==> src/rtl/assert_macros.svh <==
// Assertion macros used by the RTL of the button press classifier.
`ifndef ASSERT_MACROS_SVH
`define ASSERT_MACROS_SVH

// Implication checked on every rising clock edge outside reset.
`define BPC_ASSERT(label, clk, rst_n, prop, msg) \
    label: assert property (@(posedge clk) disable iff (!rst_n) (prop)) \
        else $error(msg);

// Property whose consequent is checked in the cycle after the antecedent.
`define BPC_ASSERT_NEXT(label, clk, rst_n, ante, cons, msg) \
    label: assert property (@(posedge clk) disable iff (!rst_n) (ante) |=> (cons)) \
        else $error(msg);

`endif

==> src/rtl/bpc_pkg.sv <==
// Shared types, widths and constants of the button press classifier.
`default_nettype none

package bpc_pkg;

    localparam int TIME_W   = 32;
    localparam int THRESH_W = 16;
    localparam int CFG_IDX_W = 2;
    localparam int IN_TDATA_W  = 40;
    localparam int OUT_TDATA_W = 8;

    localparam logic [CFG_IDX_W-1:0] CFG_IDX_DEBOUNCE = 2'd0;
    localparam logic [CFG_IDX_W-1:0] CFG_IDX_LONG_MS  = 2'd1;
    localparam logic [CFG_IDX_W-1:0] CFG_IDX_LONG_EN  = 2'd2;

    localparam logic [THRESH_W-1:0] DEBOUNCE_MS_RST = 16'd20;
    localparam logic [THRESH_W-1:0] LONG_MS_RST     = 16'd1000;

    localparam logic LEVEL_RELEASED = 1'b1;
    localparam logic LEVEL_PRESSED  = 1'b0;

    typedef struct packed {
        logic [THRESH_W-1:0] debounce_ms;
        logic [THRESH_W-1:0] long_press_ms;
        logic                long_enable;
    } t_cfg;

    typedef struct packed {
        logic [TIME_W-1:0] now_ms;
        logic              level;
    } t_sample;

    typedef struct packed {
        logic long_press;
        logic short_press;
    } t_flags;

endpackage

`default_nettype wire

==> src/rtl/button_press_classifier_core.sv <==
// Top level of the button press classifier: sample register, classifier, result register.
// Each accepted sample (level, millisecond timestamp) yields one result with the short and
// long press flags as they stand after that sample. A sample is registered on acceptance and
// classified into the result register when that register is free or being emptied; one
// sample is taken every cycle while the result side keeps up. The only loop is the press
// state update, one subtract and two compares per sample. Registers are to be written
// through the configuration port only while no sample is in flight; the user is bound to
// this, the block itself does not enforce it.
`default_nettype none

module button_press_classifier_core (
    input  wire logic                            i_clk,
    input  wire logic                            i_rst_n,
    input  wire logic                            s_tvalid,
    output      logic                            s_tready,
    // [0] level, [32:1] now_ms, [39:33] zero
    input  wire logic [bpc_pkg::IN_TDATA_W-1:0]  s_tdata,
    output      logic                            m_tvalid,
    input  wire logic                            m_tready,
    // [0] short_press, [1] long_press, [7:2] zero
    output      logic [bpc_pkg::OUT_TDATA_W-1:0] m_tdata,
    input  wire logic                            i_cfg_we,
    input  wire logic [bpc_pkg::CFG_IDX_W-1:0]   i_cfg_addr,
    input  wire logic [bpc_pkg::THRESH_W-1:0]    i_cfg_wdata
);
    import bpc_pkg::*;

    `include "assert_macros.svh"

    t_cfg    cfg;
    t_flags  next_flags;

    logic    r_in_valid;
    t_sample r_in;
    logic    r_out_valid;
    t_flags  r_out;

    logic    advance;

    bpc_cfg_regs u_cfg (
        .i_clk       (i_clk),
        .i_rst_n     (i_rst_n),
        .i_cfg_we    (i_cfg_we),
        .i_cfg_addr  (i_cfg_addr),
        .i_cfg_wdata (i_cfg_wdata),
        .o_cfg       (cfg)
    );

    bpc_classify u_classify (
        .i_clk     (i_clk),
        .i_rst_n   (i_rst_n),
        .i_advance (advance),
        .i_sample  (r_in),
        .i_cfg     (cfg),
        .o_flags   (next_flags)
    );

    // move the held sample on when the result register is free or being emptied
    assign advance  = r_in_valid && (!r_out_valid || m_tready);
    assign s_tready = !r_in_valid || advance;

    always_ff @(posedge i_clk) begin
        if (!i_rst_n) begin
            r_in_valid <= 1'b0;
        end else if (s_tready) begin
            r_in_valid <= s_tvalid;
        end
        if (s_tvalid && s_tready) begin
            r_in.level  <= s_tdata[0];
            r_in.now_ms <= s_tdata[TIME_W:1];
        end
    end

    always_ff @(posedge i_clk) begin
        if (!i_rst_n) begin
            r_out_valid <= 1'b0;
        end else if (advance) begin
            r_out_valid <= 1'b1;
        end else if (m_tready) begin
            r_out_valid <= 1'b0;
        end
        if (advance) begin
            r_out <= next_flags;
        end
    end

    assign m_tvalid = r_out_valid;
    assign m_tdata  = {{(OUT_TDATA_W-2){1'b0}}, r_out.long_press, r_out.short_press};

    `BPC_ASSERT(a_flags_exclusive, i_clk, i_rst_n,
        m_tvalid |-> !(m_tdata[0] && m_tdata[1]), "short and long flags both raised")
    `BPC_ASSERT(a_stall_cause, i_clk, i_rst_n,
        !s_tready |-> (r_in_valid && m_tvalid && !m_tready), "input stalled without output stall")
    `BPC_ASSERT_NEXT(a_advance_result, i_clk, i_rst_n,
        advance, m_tvalid, "classified sample did not reach the result register")
    `BPC_ASSERT_NEXT(a_accept_held, i_clk, i_rst_n,
        s_tvalid && s_tready, r_in_valid, "accepted transaction not held in sample register")

endmodule

`default_nettype wire

==> src/rtl/bpc_cfg_regs.sv <==
// Configuration register bank of the button press classifier.
`default_nettype none

module bpc_cfg_regs (
    input  wire logic                          i_clk,
    input  wire logic                          i_rst_n,
    input  wire logic                          i_cfg_we,
    input  wire logic [bpc_pkg::CFG_IDX_W-1:0] i_cfg_addr,
    input  wire logic [bpc_pkg::THRESH_W-1:0]  i_cfg_wdata,
    output      bpc_pkg::t_cfg                 o_cfg
);
    import bpc_pkg::*;

    t_cfg r_cfg;

    always_ff @(posedge i_clk) begin
        if (!i_rst_n) begin
            r_cfg.debounce_ms   <= DEBOUNCE_MS_RST;
            r_cfg.long_press_ms <= LONG_MS_RST;
            r_cfg.long_enable   <= 1'b0;
        end else if (i_cfg_we) begin
            case (i_cfg_addr)
                CFG_IDX_DEBOUNCE: r_cfg.debounce_ms   <= i_cfg_wdata;
                CFG_IDX_LONG_MS:  r_cfg.long_press_ms <= i_cfg_wdata;
                CFG_IDX_LONG_EN:  r_cfg.long_enable   <= i_cfg_wdata[0];
                default: ;  // drop writes beyond the register list
            endcase
        end
    end

    assign o_cfg = r_cfg;

endmodule

`default_nettype wire

==> src/rtl/bpc_classify.sv <==
// Press state and the per-sample short/long classification step.
`default_nettype none

module bpc_classify (
    input  wire logic              i_clk,
    input  wire logic              i_rst_n,
    input  wire logic              i_advance,
    input  wire bpc_pkg::t_sample  i_sample,
    input  wire bpc_pkg::t_cfg     i_cfg,
    output      bpc_pkg::t_flags   o_flags
);
    import bpc_pkg::*;

    logic              r_prev_level;
    logic [TIME_W-1:0] r_press_start;
    t_flags            r_flags;

    logic              n_prev_level;
    logic [TIME_W-1:0] n_press_start;
    t_flags            n_flags;

    logic [TIME_W-1:0] dur;
    logic              meets_long;
    logic              meets_short;
    logic              pressed;
    logic              pressed_edge;
    logic              released_edge;

    always_comb begin
        dur           = i_sample.now_ms - r_press_start;
        meets_long    = i_cfg.long_enable &&
                        (dur >= {{(TIME_W-THRESH_W){1'b0}}, i_cfg.long_press_ms});
        meets_short   = dur >= {{(TIME_W-THRESH_W){1'b0}}, i_cfg.debounce_ms};
        pressed       = (i_sample.level == LEVEL_PRESSED);
        pressed_edge  = (r_prev_level == LEVEL_RELEASED) && pressed;
        released_edge = (r_prev_level == LEVEL_PRESSED) && !pressed;

        n_prev_level  = i_sample.level;
        n_press_start = r_press_start;
        n_flags       = r_flags;

        if (pressed_edge) begin
            n_press_start = i_sample.now_ms;
            n_flags       = '0;
        end else if (pressed && meets_long && !r_flags.long_press) begin
            n_flags.long_press  = 1'b1;
            n_flags.short_press = 1'b0;
        end else if (released_edge && meets_long) begin
            n_flags.long_press  = 1'b1;
            n_flags.short_press = 1'b0;
        end else if (released_edge && meets_short) begin
            n_flags.long_press  = 1'b0;
            n_flags.short_press = 1'b1;
        end else if (released_edge) begin
            // too short a press: hold both flags
            n_flags = r_flags;
        end else if (!pressed) begin
            n_flags = '0;
        end
    end

    always_ff @(posedge i_clk) begin
        if (!i_rst_n) begin
            r_prev_level  <= LEVEL_RELEASED;
            r_press_start <= '0;
            r_flags       <= '0;
        end else if (i_advance) begin
            r_prev_level  <= n_prev_level;
            r_press_start <= n_press_start;
            r_flags       <= n_flags;
        end
    end

    assign o_flags = n_flags;

endmodule

`default_nettype wire

==> config.mk <==
export PLATFORM = sky130hd
export DESIGN_NAME = button_press_classifier_core
export DESIGN_NICKNAME = d
export VERILOG_FILES = /design/src/rtl/bpc_pkg.sv /design/src/rtl/button_press_classifier_core.sv /design/src/rtl/bpc_cfg_regs.sv /design/src/rtl/bpc_classify.sv
export VERILOG_INCLUDE_DIRS = /design/src /design/src/rtl
export SDC_FILE = /design/constraint.sdc
export NUM_CORES = 1
export LEC_CHECK = 0
export ABC_AREA = 1
export BUFFER_PORTS_ARGS = -buffer_cell sky130_fd_sc_hd__buf_2
export CAP_MARGIN = 30
export CORE_ASPECT_RATIO = 0.7
export CORE_UTILIZATION = 45
export CTS_CLUSTER_SIZE = 12
export DETAILED_ROUTE_END_ITERATION = 12
export GPL_TIMING_DRIVEN = 0
export PLACE_DENSITY = 0.61
export SLEW_MARGIN = 0
export SYNTH_ARGS = -nofsm -noshare
export SYNTH_HDL_FRONTEND = slang
export SYNTH_SLANG_ARGS = --single-unit
export TNS_END_PERCENT = 20
==> constraint.sdc <==
create_clock -name i_clk -period 4.65 [get_ports i_clk]
set_clock_uncertainty 0.1 [all_clocks]
set_input_delay 0.2325 -clock i_clk [delete_from_list [all_inputs] [get_ports i_clk]]
set_output_delay 0.2325 -clock i_clk [all_outputs]
set_load 0.005 [all_outputs]
# Word level (Yosys, flattened, before mapping)
# Cells that the tools add are included.
dict set report word_totals {
  register_bits 105
  latch_bits 0
  ramBits 0
  rom_bits 0
  inputBits 63
  out_inout_bits 10
  wordCells 48
  mem_count 0
}
dict set report classes {
  n_addsub 1
  n_mul 0
  div 0
  order_cmp 2
  n_eq_ne 2
  n_shift 0
  n_mux 8
  bitwise_logic 2
  n_reduce_logical 20
}
# op n
set ops {}
lappend ops {{>= comparator 32 x 16 -> 1 bit} 2}
lappend ops {{subtractor 32 bit} 1}
lappend ops {{2-to-1 mux 2 bit} 6}
lappend ops {{logical AND 1 bit} 9}
lappend ops {{AND reduction 2 bit} 4}
lappend ops {{logical NOT 1 bit} 3}
lappend ops {{equality test 2 x 1 -> 1 bit, second input constant} 1}
lappend ops {{equality test 2 bit, second input constant} 1}
lappend ops {{logical NOT 2 bit} 1}
lappend ops {{logical OR 1 bit} 2}
lappend ops {{2-to-1 mux 1 bit} 2}
lappend ops {{NOT 1 bit} 2}
lappend ops {{nonzero test 2 bit} 1}

# Logic depth before layout (Yosys ltp)
dict set report depth {
  word_depth 7
  ltp_mapped 25
  depth_no_buf 25
}

# Modules after synthesis
# From an unflattened synthesis, not the netlist that was laid out.
dict set report hier_totals {
  hier_cells 1073
  hier_area_um2 7160.6
}
# module instances cells_per_inst area_per_inst_um2 seq_area_each_um2
set modules_own_cells {}
lappend modules_own_cells {bpc_classify 1 815 4596.9 700.7}
lappend modules_own_cells {bpc_cfg_regs 1 203 1368.8 660.6}
lappend modules_own_cells {button_press_classifier_core 1 55 1194.9 1091.0}

# Worst setup path before layout
# OpenSTA, ideal clock, no wires.
dict set report synth_path {
  path_kind {register to register}
  startpoint {register r_in[1] (netlist bit)}
  endpoint {register r_out (netlist bit m_tdata[0]), data pin}
  setup_time_ns 0.251
  arrival_time_ns 2.468
  t_required_ns 4.299
  path_slack_ns 1.831
  path_stages_with_launch 21
  path_buffers 0
  period_less_slack_ns 2.819
  path_cell_list {edfxtp_1 inv_1 ha_1 fa_1 inv_1 nand2_1 nand3_2 xor2_1 ha_1 nand2_1 nor2_1 a211oi_1 o21ai_0 nand2_1 nand2_1 a21oi_1 nand3_1 nand2_1 o21ai_0 nand2_1 inv_1}
}
# element line
set synth_rtl {}
lappend synth_rtl {{start: declaration} button_press_classifier_core.sv:34} ;# t_sample r_in;
lappend synth_rtl {{end signal: assignment} button_press_classifier_core.sv:83} ;# r_out <= next_flags;
lappend synth_rtl {{end: declaration} button_press_classifier_core.sv:36} ;# t_flags r_out;

==> results.tsv <==
stage	metric	value	unit
clocking	H-tree depth	3	
final_layout	Area Overhead vs Synth	17.8	%
setup_path	startpoint type of the worst setup path	flip-flop	
setup_path	R2R cell count	17	
place	placed instance count	1253	
final_layout	Fillers	1475	
drt	DRT Pass-1 Iters	5	
final_layout	n_diodes	0	
synthesis	ranking of synthesized cells by area	dfxtp_1 (20%), edfxtp_1 (15%), nand2_1 (15%)	
power	Leak	4.12	nW
sta	Final min period	3.36	ns
place	Buffers on Ports	58	
synthesis	syn avg cell area	6.93	um2
final_layout	layout cell share with drive strength beyond 1	0.0956	
synthesis	register bit count reported by yosys	105	
setup_path	CP bufs+invs	1	
final_layout	nets	1231	
run_status	status	complete, no violations	
synthesis	Yosys Warn Count	0	
floorplan	Initial Util	0.465	
global_routing	grt ovf	0	
sta	Final Hold Fails	0	
final_layout	Finished Cell Area	8120	um2
global_routing	GRT Overall Usage	0.229	
sta	Slew HR	0.544	
clocking	CTS tree	built	
setup_path	crit path kind	reg2reg	
sta	Pins Over Slew Limit	0	
drt	1st-iter DRT viols	364	
setup_path	Critical R2R Launch	r_in[6]	
sta	setup violators final	0	
setup_path	Crit path largest cell delay	0.42	ns
min_path	Worst Hold Path EP	u_cfg.o_cfg[7]	
clocking	Longest Clk Path Bufs	2	
clocking	post-CTS resize count	0	
setup_path	CP Data Required Time	4.67	ns
global_routing	largest net degree at the start of global routing	25	
floorplan	Ports	73	
sta	RSZ-0062 raised after global routing	false	
clocking	root buffer cell	clkbuf_16	
sta	Min Hold Slack	0.0111	ns
power	Worst IR Drop VDD	0.199	mV
power	Comb pwr share	0.280	
synthesis	sequential cell area fraction in the yosys report	0.356	
min_path	Hold Path Class	in2reg	
final_layout	Layout Utilization	0.548	
synthesis	top-area cell type share of the netlist area	0.203	
drt	routed length per instance	12.7	um
floorplan	area of the core	14800	um2
place	DP Wirelength	13.1	mm
synthesis	Post-synth EDFFs	35	
clocking	CTS Buf Count	9	
sta	setup TNS	0	ns
synthesis	Cells after Synth	994	
min_path	hold wc startpoint	i_cfg_wdata[6]	
power	Switching Fraction	0.319	
global_routing	initial antenna violation count	0	
synthesis	cell taking the most area after synthesis	dfxtp_1	
clocking	clock transition at the registers of the reported paths	0.07	ns
synthesis	most common cell in the synthesized netlist	nand2_1	
sta	Worst-Margin Slew	0.678	ns
power	clock share of power	0.312	
setup_path	worst path cell trace	ha_1, nand2_1, nor2_1, nand3_1, nand3_2, xor2_1, ha_1, a21oi_1, nor3_1, a211oi_1, nand2_1, a21oi_1, nand3_1, nand2_1, o21ai_0, nand2_1, inv_1	
power	Sw Pwr	799	uW
synthesis	Post-synth top flop	dfxtp_1	
place	RD Place Congestion	0.858	
power	Flop pwr share	0.408	
floorplan	Chip Height	106	um
drt	Vias per Instance	4.72	
floorplan	Die Span X	150	um
drt	post-route ant nets	0	
drt	routed wire length	16.6	mm
setup_path	reg2reg setup slack	1.29	ns
floorplan	row cnt	37	
sta	fmax	298	MHz
setup_path	critical path arrival	3.38	ns
min_path	hold path cells	3	
job	Max Cap Viol	0	
final_layout	Non-Filler Instances	1304	
synthesis	Cell Area, Synth	6890	um2
setup_path	CP top delay family	simple AND/OR/NAND/NOR gates	
synthesis	Cell variety after synth	34	
global_routing	first-pass GRT wire length	28.1	mm
setup_path	r2r endpoint	m_tdata[0]	
setup_path	Critical Path Most Common Cell	nand2_1	
setup_path	CP max-delay cell	ha_1	
setup_path	Crit. End Element	flip-flop	
power	power per cell area	308	nW/um2
power	Pint	1.70	mW
synthesis	most common library cells after synthesis	nand2_1 (275), inv_1 (211), a21oi_1 (92)	
synthesis	Async SR Flop Fraction	0	
sta	fin crit share	0.722	
drt	vias	6155	
global_routing	vias in the first global route	5694	
clocking	Clk Latency, worst-skew pair	0.35	ns
drt	drt drc	0	
clocking	# clock sinks	105	
floorplan	die area	15800	um2
setup_path	Max Fanout on Critical Path	4	
place	Area after DPL	7470	um2
kinds of logic (layout without fill, tap and decap cells):
family | count (synthesis) | after routing | share of synthesized area
buf+inv | 238 | 348 | 0.134
fa+ha+maj | 64 | 64 | 0.117
compound gates | 175 | 175 | 0.134
simple gates | 396 | 396 | 0.238
other cells | 1 | 6 | 0.000545
flops | 105 | 105 | 0.356
xor+xnor | 15 | 15 | 0.0191
metrics by stage:
| step | total power, mW | setup WS (ns) |
|---|---|---|
| floorplan | 1.53 | 1.83 |
| global placement | 1.70 | 1.32 |
| detailed placement | 1.71 | 1.32 |
| CTS | 2.51 | 1.30 |
| global route | 2.68 | 0.950 |
| finish | 2.50 | 1.29 |
cell type report:
cell class	instances	area [um2]	share of cell area
inverters	214	803	0.0990
clock inverters	4	51.3	0.00632
well taps	195	244	0.0301
plain buffers	24	120	0.0148
multi-input cells	656	3530	0.435
flip-flops and latches	105	2450	0.302
clock buffers	12	246	0.0304
repair buffers	94	668	0.0823
power by group through the flow:
stage / sequential [mW] / combinational [mW] / clock [mW]
after global placement: 1.04 / 0.659 / 0
after CTS: 1.02 / 0.697 / 0.797
after global routing: 1.02 / 0.817 / 0.837
after detailed placement: 1.04 / 0.671 / 0
final: 1.02 / 0.701 / 0.779
after floorplan: 1.04 / 0.495 / 0
sequential cells by signal, indices dropped and copies added, names as in the netlist:
register / count
u_classify.r_prev_level: 1
m_tvalid: 1
u_cfg.o_cfg: 33
u_classify.r_flags: 2
r_in: 33
m_tdata: 2
u_classify.r_press_start: 32
r_in_valid: 1
routing by layer:
| layer | up-vias | part of all wire | global-route usage |
|---|---|---|---|
| met3 | 17 | 0.052 | 0.0455 |
| li1 | 3338 | - | - |
| met2 | 134 | 0.37 | 0.316 |
| met1 | 2666 | 0.57 | 0.356 |
| met4 | 0 | 0.012 | 0.0584 |
| met5 | - | 0 | 0 |
cell usage in the layout (no fill, tap or decap), drive strengths merged, types with 2 or more instances in the layout:
cell type,synthesis,routed
dfxtp,70,70
o21bai,2,2
xor2,13,13
ha,63,63
a21o,2,2
nand4,5,5
clkbuf,16,28
inv,214,216
a211oi,3,3
edfxtp,35,35
nand2,284,284
xnor2,2,2
o31ai,2,2
nor2,56,56
conb,1,6
o211ai,9,9
and2,3,3
a21oi,93,93
nor3,12,12
dlygate4sd3,0,35
buf,8,67
nand3,35,35
o21ai,63,63
worst max path at each step:
stage | slack, ns | endpoint | cells after the start | start
after floorplan | 1.83 | m_tdata[0] | 20 | r_in[1]
after global placement | 1.32 | m_tdata[1] | 19 | r_in[8]
after detailed placement | 1.32 | m_tdata[1] | 17 | r_in[6]
after CTS | 1.30 | m_tdata[1] | 17 | r_in[6]
after global routing | 0.95 | m_tdata[1] | 17 | r_in[9]
final | 1.29 | m_tdata[0] | 17 | r_in[6]
timing repair:
item	CTS	global route
buffers inserted	0	0
hold buffers	35	0
endpoints found under the hold margin	35	0
worst min-delay path, stage by stage:
cell and delay, ns:
buf_2 0.09, nand2_1 0.05, o211ai_1 0.06
Power figures use the tool's default switching activity.
